### config.mk
export PLATFORM = sky130hd
export DESIGN_NAME = tpa_ctrl
export DESIGN_NICKNAME = d
export VERILOG_FILES = /design/src/hdl/tpa_pkg.sv /design/src/hdl/tpa_ctrl.sv
export SDC_FILE = /design/constraint.sdc
export NUM_CORES = 1
export LEC_CHECK = 0
export BUFFER_PORTS_ARGS = -buffer_cell sky130_fd_sc_hd__buf_2
export CAP_MARGIN = 20
export CELL_PAD_IN_SITES_DETAIL_PLACEMENT = 1
export CELL_PAD_IN_SITES_GLOBAL_PLACEMENT = 2
export CORE_MARGIN = 5
export CORE_UTILIZATION = 23
export CTS_BUF_LIST = sky130_fd_sc_hd__clkbuf_16
export DETAILED_ROUTE_END_ITERATION = 6
export HOLD_SLACK_MARGIN = 0.02
export PLACE_DENSITY_LB_ADDON = 0.1
export SKIP_CTS_REPAIR_TIMING = 1
export SLEW_MARGIN = 25
export SYNTH_ARGS = -nofsm -noshare
export SYNTH_HDL_FRONTEND = slang
export SYNTH_SLANG_ARGS = --single-unit
### constraint.sdc
create_clock -name i_clk -period 2.7 [get_ports i_clk]
set_input_delay 0.54 -clock i_clk [delete_from_list [all_inputs] [get_ports i_clk]]
set_output_delay 0.54 -clock i_clk [all_outputs]
set_load 0.01 [all_outputs]
### src/hdl/tpa_pkg.sv
// Package: shared types, constants and state codes for the page allocator.
`timescale 1ns / 1ps
package tpa_pkg;

    localparam int DEF_MAX_TABLES          = 16;
    localparam int DEF_MAX_PAGES_PER_TABLE = 16;
    localparam int DEF_PAGE_BITS           = 18;

    localparam int CFG_W  = 5;
    localparam int CIDX_W = 1;

    localparam logic [CIDX_W-1:0] REG_TABLES = 1'd0;
    localparam logic [CIDX_W-1:0] REG_PAGES  = 1'd1;

    localparam logic [1:0] OP_ALLOC     = 2'd0;
    localparam logic [1:0] OP_DELETE    = 2'd1;
    localparam logic [1:0] OP_RELEASE   = 2'd2;
    localparam logic [1:0] OP_TRANSLATE = 2'd3;

    localparam logic [2:0] ST_OK       = 3'd0;
    localparam logic [2:0] ST_NO_PAGES = 3'd1;
    localparam logic [2:0] ST_NO_SLOT  = 3'd2;
    localparam logic [2:0] ST_UNMAPPED = 3'd3;
    localparam logic [2:0] ST_RANGE    = 3'd4;

    typedef struct packed {
        logic [1:0]  operation;
        logic [3:0]  slot_number;
        logic [21:0] byte_offset;
    } t_in_item;

    typedef struct packed {
        logic [2:0]  status;
        logic [3:0]  slot_number_out;
        logic [7:0]  page_number;
        logic [17:0] byte_in_page;
        logic        last;
    } t_out_item;

    typedef enum logic [3:0] {
        S_REBUILD,
        S_IDLE,
        S_DECIDE,
        S_ALLOC_RD,
        S_ALLOC_WR,
        S_FREE_RD,
        S_FREE_WR,
        S_XLATE_RD,
        S_XLATE_WR,
        S_OUT
    } t_state;

    // Controller to datapath commands.
    typedef struct packed {
        logic rebuild_init;
        logic rebuild_step;
        logic capture;
        logic decide;
        logic pop_rd;
        logic alloc_wr;
        logic free_rd;
        logic free_wr;
        logic xlate_rd;
        logic xlate_wr;
        logic out_load;
    } t_cmd;

    // Datapath to controller status.
    typedef struct packed {
        logic rebuild_done;
        logic go_alloc;
        logic go_free;
        logic go_xlate;
        logic walk_done;
        logic out_busy;
    } t_stat;

endpackage

### src/hdl/tpa_ctrl.sv
// Controller: sequences rebuild, allocate, free walks and translate.
`timescale 1ns / 1ps
module tpa_ctrl
    import tpa_pkg::*;
(
    input  logic  i_clk,
    input  logic  i_rst_n,
    input  logic  i_cfg_hit,
    input  logic  i_in_acc,
    input  t_stat i_stat,
    output t_cmd  o_cmd,
    output logic  o_in_ready
);

    t_state r_state, n_state;

    // Advance the state register.
    always_ff @(posedge i_clk) begin
        if (!i_rst_n) begin
            r_state <= S_REBUILD;
        end else begin
            r_state <= n_state;
        end
    end

    // Pick the next state.
    always_comb begin
        n_state = r_state;
        case (r_state)
            S_REBUILD:  if (i_stat.rebuild_done) n_state = S_IDLE;
            S_IDLE:     if (i_in_acc) n_state = S_DECIDE;
            S_DECIDE: begin
                if (i_stat.go_alloc) n_state = S_ALLOC_RD;
                else if (i_stat.go_free) n_state = S_FREE_RD;
                else if (i_stat.go_xlate) n_state = S_XLATE_RD;
                else n_state = S_OUT;
            end
            S_ALLOC_RD: if (!i_stat.out_busy) n_state = S_ALLOC_WR;
            S_ALLOC_WR: n_state = i_stat.walk_done ? S_IDLE : S_ALLOC_RD;
            S_FREE_RD:  n_state = S_FREE_WR;
            S_FREE_WR:  n_state = i_stat.walk_done ? S_OUT : S_FREE_RD;
            S_XLATE_RD: n_state = S_XLATE_WR;
            S_XLATE_WR: n_state = S_OUT;
            S_OUT:      if (!i_stat.out_busy) n_state = S_IDLE;
            default:    n_state = S_REBUILD;
        endcase
        if (i_cfg_hit) n_state = S_REBUILD;
    end

    // Drive commands for the current state.
    always_comb begin
        o_cmd = '0;
        o_in_ready = 1'b0;
        case (r_state)
            S_REBUILD:  o_cmd.rebuild_step = 1'b1;
            S_IDLE: begin
                o_in_ready = 1'b1;
                o_cmd.capture = i_in_acc;
            end
            S_DECIDE:   o_cmd.decide = 1'b1;
            S_ALLOC_RD: o_cmd.pop_rd = !i_stat.out_busy;
            S_ALLOC_WR: o_cmd.alloc_wr = 1'b1;
            S_FREE_RD:  o_cmd.free_rd = 1'b1;
            S_FREE_WR:  o_cmd.free_wr = 1'b1;
            S_XLATE_RD: o_cmd.xlate_rd = 1'b1;
            S_XLATE_WR: o_cmd.xlate_wr = 1'b1;
            S_OUT:      o_cmd.out_load = !i_stat.out_busy;
            default:    o_cmd = '0;
        endcase
        o_cmd.rebuild_init = i_cfg_hit;
    end

endmodule

# Yosys cells after proc, flatten, opt, wreduce, memory -nomap -nowiden
# Cells that the tools add are included.
# classes
eq_ne	13
mux	21
n_bitwise	1
n_reduce_logical	4
# ops
operator	n
$pmux W4 S10	1
$mux W4	8
$eq A4 B3 Y1 const B	4
$mux W1	11
$eq A4 B2 Y1 const B	2
$eq A4 B4 Y1 const B	2
$ne A2 B2 Y1 const B	4
$eq A4 B1 Y1 const B	1
$logic_not A4 Y1	1
$reduce_and A4 Y1	1
$mux W2	1
$reduce_or A2 Y1	1
$logic_not A1 Y1	1
$not A1 Y1	1
# totals
reg_bits	4
out_inout_bits	12

# Logic depth before layout (Yosys ltp)
# Gate-level depths: netlist (run 1).
# depth
depth_word	4
mapped_depth	5
ltp_nobuf	4

# Worst setup path after synthesis (run 1)
# Ideal clock, no wire load.
# synth_path
path_type	register to output
startpoint	reg r_state[3]
endpoint	out o_cmd[8] in the netlist's numbering
arrival_time_ps	1097
setup_slack_ps	1063
path_stages_with_launch	5
n_path_buf	1
cell_sequence	dfxtp_1 -> or2_1 -> buf_6 -> nor2_1 -> and2_1
# synth_lines
element	line_no	text
from (decl)	tpa_ctrl.sv:15	t_state r_state, n_state;
from (signal assigned)	tpa_ctrl.sv:22	r_state <= n_state;
to (decl)	tpa_ctrl.sv:11	output t_cmd o_cmd,

==> results of run 1 <==
[cells by family (layout without fill, tap and decap cells)]
| logic type | Yosys count | count (layout) | share of synthesized area |
|---|---|---|---|
| AND/OR/NAND/NOR | 33 | 33 | 0.379 |
| AO/OA/AOI/OAI | 17 | 17 | 0.302 |
| buffers and inverters | 9 | 27 | 0.112 |
| flip-flops | 4 | 4 | 0.184 |
| multiplexers | 1 | 1 | 0.0230 |
[cells in the mapped netlist]
cell type  count  area, µm²
o22ai_2        1       12.5
a211o_1        1       8.76
buf_2          3       15.0
o221a_1        1       11.3
mux2i_1        1       10.0
nand2b_1       4       25.0
dfxtp_1        4       80.1
o211ai_1       1       7.51
o21bai_1       1       7.51
inv_1          3       11.3
a211oi_2       1       12.5
nand2b_2       1       8.76
clkbuf_1       1       3.75
o21a_1         1       7.51
a22oi_1        1       7.51
buf_4          1       7.51
and2_1         1       6.26
nor2b_1        1       6.26
nand4b_1       1       8.76
a211oi_1       2       15.0
nor2_1        14       52.6
o21ai_0        1       5.00
or2_1          3       18.8
o221a_2        1       11.3
nor3_1         3       15.0
nand2_1        4       15.0
or3b_1         1       8.76
a21oi_1        5       25.0
buf_6          1       11.3
[final timing paths]
check / endpoint / cells after the start
setup reg to reg: r_state[2] / 4
hold reg to reg: r_state[1] / 2
setup / recovery: o_cmd[8] / 4
hold / removal: r_state[3] / 4
[through the flow]
stage	cells	setup WS [ns]	instance area, µm²	total power (W)
after floorplan	64	1.06	435	0.0000879
after global placement	104	0.994	534	0.000103
after detailed placement	104	0.985	534	0.000102
after CTS	107	0.743	609	0.000333
after global routing	107	0.654	609	0.000339
final	107	0.746	609	0.000328
[power by group through the flow]
| stage | Combinational, W | Sequential, W | Clock [W] |
|---|---|---|---|
| 2_1_floorplan | 0.0000258 | 0.0000621 | 0 |
| 3_3_place_gp | 0.0000375 | 0.0000651 | 0 |
| 3_5_place_dp | 0.0000368 | 0.0000653 | 0 |
| 4_1_cts | 0.0000369 | 0.0000646 | 0.000232 |
| 5_1_grt | 0.0000407 | 0.0000651 | 0.000234 |
| 6_report | 0.0000363 | 0.0000646 | 0.000227 |
[metal layers]
| metal | vias up | global-route usage | routed length [µm] | part of all wire |
|---|---|---|---|---|
| li1 | 259 | - | - | - |
| met1 | 237 | 0.136 | 621 | 0.47 |
| met2 | 13 | 0.145 | 598 | 0.46 |
| met3 | 0 | 0.0225 | 92 | 0.070 |
| met4 | 0 | 0.0511 | 0 | 0 |
| met5 | - | 0 | 0 | 0 |
[layout by cell type (no fill, tap or decap), drive strengths merged, types with 2 or more instances in the layout]
| master | count |
|---|---|
| a21oi | 5 |
| nand2 | 4 |
| dfxtp | 4 |
| o221a | 2 |
| nand2b | 5 |
| nor3 | 3 |
| a211oi | 3 |
| buf | 21 |
| nor2 | 14 |
| clkbuf | 3 |
| inv | 3 |
| or2 | 3 |
[critical path, cell delays in order, from the launching register on]
cell,delay (ns)
dfxtp_1,0.55
or2_1,0.28
nor2_1,0.08
and2_1,0.15
buf_2,0.13
[final cells by class]
type,count,share of cell area
tap,25,0.0513
sequential,4,0.131
clock buffer,3,0.123
timing repair buffer,21,0.172
inverter,3,0.0185
multi-input combinational,51,0.503
==> impl_results.md, run 1 <==
- Outcome: completed
- Yosys cell types: 29
- Largest net degree at the start of global routing: 14
- Max-slew headroom: 0.707
- Share of layout cells above drive strength 1: 0.341
- Clock Tree Buf Depth: 2
- Vias per cell: 4.76
- Final Hold Fails: 0
- Diode count: 0
- Row count: 15
- Max frequency: just over 0.5 GHz
- Pins Over Slew Limit: 0
- DR pass1 iterations: 3
- Crit share post-route: 0.724
- Worst-Margin Slew: 0.439 ns
- Clock power frac: 0.692
- Min Clock Period, post-route: around 2 ns
- Final WL: about 1.3 mm
- Max-Cap Viols: 0
- Finished Core Util: 0.345
- Largest Register: r_state
- # setup viols final: 0
- Initial antenna violation count: 0
- Hold crit path type: primary input to register
- Setup TNS: 0 ns
- Worst setup SP type: register
- Port Buffer Count: 21
- Register area: approximately 80 µm²
- Fill cell count: between 200 and 250
- Hold path start: i_stat[2]
- Fin nets: 94
- TritonCTS clock tree: yes
- Total track usage: 0.100
- Seq pwr share: 0.197
- P_sw: 0.0000614 W
- FF+latch count, synth: 4
- Syn. warnings: 0
- Largest fanout on the critical path: 12
- Syn nets: 74
- Drt wl/cell: approximately 12 µm
- Via Count: 509
- Final Skew: roughly 0.00042 ns
- Boundary Pins: 22
- Layout Area Growth over Synthesis: 39.9%
- DRC viols: 0
- Multi-input logic area: between 300 and 400 µm²
- Clock latency on the worst-skew pair: 0.22 ns
- Initial core utilization: 0.247
- Total grt overflow: 0
- Post-detail-place hpwl: slightly above 1 mm
- Sw frac: 0.187
- CTS Buf Count: 3
- Reg2reg setup slack: between 1 and 1.5 ns
- Hold Worst Slack: between 0.6 and 0.7 ns
- ANT nets after route: 0
- Die Span Y: 53.5 µm
- Crit. Startpoint: r_state[1]
- Clk sinks: 4
- Vias in the first global route: roughly 500
- Peak VDD IR: approximately 370 µV
- Worst r2r src: r_state[0]
- Crit path arrival time: 1.41 ns
- Setup crit end kind: primary output
- RSZ-0062 raised after global routing: no
- Pwr dens: 538 nW/µm²
- Largest register FFs: 4
- Internal power: between 0.0002 and 0.0003 W
- Post-synthesis cell area: around 440 µm²
- Reg clk slew, reported paths: 0.03 ns
- Chip Width: approximately 54 µm
- Mapped Cells: 64
- CTS Root Cell: clkbuf_16
- Crit Path Category: register to primary output
- Leak: ~0.27 nW
- Iteration-0 DRC Markers: 14
- RePlAce Congestion: slightly below 0.7
- CTS H-Tree Depth: 1
- First-pass GRT wire length: approximately 2.1 mm
- Top flop regs: r_state x4
- Core ar.: 1760 µm²
- Comb pwr share: 0.111
- Req. time, crit path: between 2 and 2.5 ns
- Die Area: 2860 µm²
- Mean post-synth cell area: slightly below 7 µm²
- Post-synthesis sequential area ratio: 0.184
Power figures use the tool's default switching activity.
==> run 2, diff against run 1 <==
Settings changed: ABC_AREA set to 1, CORE_UTILIZATION 23 to 17.
Clock period 2.7 ns to 1.75 ns, I/O delays scaled along.
==> impl_results.md, run 2 <==
- DRC viols: 0 (unchanged)
- Number of synthesized flops with an enable pin: 0 (unchanged)
- Reg clk slew, reported paths: 0.03 ns (about the same)
- Yosys cell types: 20 (was 29)
- Setup crit end kind: primary output (unchanged)
- Internal power: 0.000411 W (was 0.000267 W)
- Initial antenna violation count: 0 (unchanged)
- Die Area: 3580 µm² (was 2860 µm²)
- RePlAce Congestion: 0.722 (was 0.681)
- Clock Tree Buf Depth: 2 (unchanged)
- Chip Width: 59.8 µm (was 53.5 µm)
- Pins Over Slew Limit: 0 (unchanged)
- Final Hold Fails: 0 (unchanged)
- Post-synthesis sequential area ratio: 0.190 (was 0.184)
- Row count: 18 (was 15)
- Max-Cap Viols: 0 (unchanged)
- Boundary Pins: 22 (unchanged)
- P_sw: 0.000108 W (was 0.0000614 W)
- # setup viols final: 0 (unchanged)
- Peak VDD IR: 364 µV (was 367 µV)
- Critical Path Max Stage Delay: 0.41 ns (was 0.55 ns)
- Fin nets: 113 (was 94)
- CTS H-Tree Depth: 1 (unchanged)
- Mean post-synth cell area: 5.41 µm² (was 6.80 µm²)
- Ys async rst share: 0 (unchanged)
- Mapped Cells: 78 (was 64)
- Seq pwr share: 0.187 (was 0.197)
- Synth cell count leaders: 21 x nand2_1, 15 x nor2_1, 9 x inv_1 (was 14 x nor2_1, 5 x a21oi_1, 4 x dfxtp_1, 4 x nand2_1, 4 x nand2b_1)
- Total track usage: 0.0912 (was 0.100)
- Most common cell in the netlist: nand2_1 (was nor2_1)
- Drt wl/cell: 11.1 µm (was 12.3 µm)
- Outcome: completed (unchanged)
- First-pass GRT wire length: 2.37 mm (was 2.11 mm)
- CTS Root Cell: clkbuf_16 (unchanged)
- Setup TNS: 0 ns (unchanged)
- ANT nets after route: 0 (unchanged)
- Req. time, crit path: 1.40 ns (was 2.16 ns)
- DR pass1 iterations: 3 (unchanged)
- Most frequent cells in the layout: 21 x nand2_1, 21 x buf_2, 15 x nor2_1, 9 x inv_1, 7 x nand3_1 (was 21 x buf_2, 14 x nor2_1, 5 x a21oi_1)
- Comb pwr share: 0.118 (was 0.111)
- Port Buffer Count: 21 (unchanged)
- Die Span Y: 59.8 µm (was 53.5 µm)
- Final WL: 1.46 mm (was 1.31 mm)
- Syn nets: 88 (was 74)
- Post-detail-place hpwl: 1.26 mm (was 1.03 mm)
- Post-synthesis cell area: 422 µm² (was 435 µm²)
- CTS Buf Count: 3 (unchanged)
- Hold crit path type: primary input to register (unchanged)
- Worst setup SP type: register (unchanged)
- Crit Path Category: register to primary output (unchanged)
- Worst path cell trace: inv_2 > nor2_2 > nand2_1 > nor2_1 > buf_2 (was or2_1 > nor2_1 > and2_1 > buf_2)
- Largest fanout on the critical path: 5 (was 12)
- Sw frac: 0.209 (was 0.187)
- Max frequency: 0.647 GHz
- Via Count: 553 (was 509)
- TritonCTS clock tree: yes (unchanged)
- Share of the synthesized area in the top cell type: 0.190 (was 0.184)
- Leading post-synthesis cells by cell area: dfxtp_1 19%, nand2_1 19%, nor2_1 13% (was dfxtp_1 18%, nor2_1 12%, a21oi_1 5.7%)
- Largest Register: r_state (unchanged)
- Worst-Margin Slew: 0.252 ns (was 0.439 ns)
- Crit share post-route: 0.884
- Most used DFF post-synth: dfxtp_1 (unchanged)
- Slowest CP cell: dfxtp_1 (unchanged)
- FF+latch count, synth: 4 (unchanged)
- Share of layout cells above drive strength 1: 0.366 (was 0.341)
- Vias per cell: 4.22 (was 4.76)
- Max-slew headroom: 0.831 (was 0.707)
- Initial core utilization: 0.173 (was 0.247)
- Top flop regs: r_state x4 (unchanged)
- Syn. warnings: 0 (unchanged)
- Fill cell count: 331 (was 240)
- Leak: 0.338 nW (was 0.266 nW)
- Total grt overflow: 0 (unchanged)
- Finished Core Util: 0.260 (was 0.345)
- Core ar.: 2430 µm² (was 1760 µm²)
- Largest register FFs: 4 (unchanged)
- Clock power frac: 0.695 (was 0.692)
- Largest net degree at the start of global routing: 6 (was 14)
- Diode count: 0 (unchanged)
- Crit path arrival time: 1.20 ns (was 1.41 ns)
- Layout Area Growth over Synthesis: 49.9% (was 39.9%)
- RSZ-0062 raised after global routing: no (unchanged)
- Vias in the first global route: 549 (was 499)
- Largest area contributor in the netlist: dfxtp_1 (unchanged)
- Final Skew: 0.000660 ns (was 0.000420 ns)
- Clock latency on the worst-skew pair: 0.23 ns (was 0.22 ns)
- Clk sinks: 4 (unchanged)
- Min Clock Period, post-route: roughly 1.5 ns
- Iteration-0 DRC Markers: 3 (was 14)
- Pwr dens: 822 nW/µm² (was 538 nW/µm²)
run 2: changes by cell type after synthesis, sizes merged, moves of 2 or more:
cell and change:
nand2 +19, inv +10, nand3 +7, nor2 +6, nand2b -5, buf -4, a211oi -3, a21oi -3
or2 -3, o221a -2
run 2: cell families (layout without fill, tap and decap cells):
family / count (synthesis) / after routing / share of synthesized area
AND/OR/NAND/NOR: 55 / 55 / 0.602
buffers and inverters: 14 / 37 / 0.134
AO/OA/AOI/OAI: 5 / 5 / 0.0742
flip-flops: 4 / 4 / 0.190
run 2: final timing paths:
check / startpoint / to / slack [ns] / cells after the start
setup / recovery: r_state[0] / o_cmd[0] / 0.20 / 5
hold / removal: i_rst_n / r_state[0] / 0.45 / 3
setup reg to reg: r_state[0] / r_state[0] / 0.55 / 8
hold reg to reg: r_state[0] / r_state[0] / 0.55 / 2
run 2: worst max-delay path: cells and delay by family (launching register included):
kind | cells | cell delay, ns
DFF | 1 | 0.41
and+or+nand+nor | 3 | 0.34
buffers and inverters | 2 | 0.22
run 2: metal layers:
metal  GRT usage  share of wire  up-vias
met2       0.150           0.47       14
met4      0.0475          0.019        0
li1            -              -      286
met1       0.101           0.44      250
met5           0              0        -
met3      0.0346          0.072        3
run 2: cell type report:
class	instances	area, µm²	share of cell area
Timing Repair Buffer	21	105	0.166
Sequential cell	4	80.1	0.127
Clock buffer	3	75.1	0.119
Multi-Input combinational cell	60	285	0.451
Inverter	13	48.8	0.0772
Tap cell	30	37.5	0.0594
run 2: power groups by stage:
| stage | sequential, W | clock [W] | combinational [W] |
|---|---|---|---|
| CTS | 0.0000969 | 0.000371 | 0.0000635 |
| global route | 0.0000973 | 0.000372 | 0.0000704 |
| floorplan | 0.0000973 | 0 | 0.0000390 |
| detailed placement | 0.0000982 | 0 | 0.0000632 |
| global placement | 0.0000983 | 0 | 0.0000641 |
| finish | 0.0000970 | 0.000361 | 0.0000614 |
run 2: stage by stage:
stage | power [W] | instances | worst slack [ns] | area (µm²) | hold slack [ns]
floorplan | 0.000136 | 78 | 0.594 | 422 | 0.504
global placement | 0.000162 | 128 | 0.410 | 557 | 0.554
detailed placement | 0.000161 | 128 | 0.432 | 557 | 0.548
CTS | 0.000531 | 131 | 0.183 | 632 | 0.450
global route | 0.000539 | 131 | 0.0739 | 632 | 0.460
finish | 0.000520 | 131 | 0.204 | 632 | 0.446
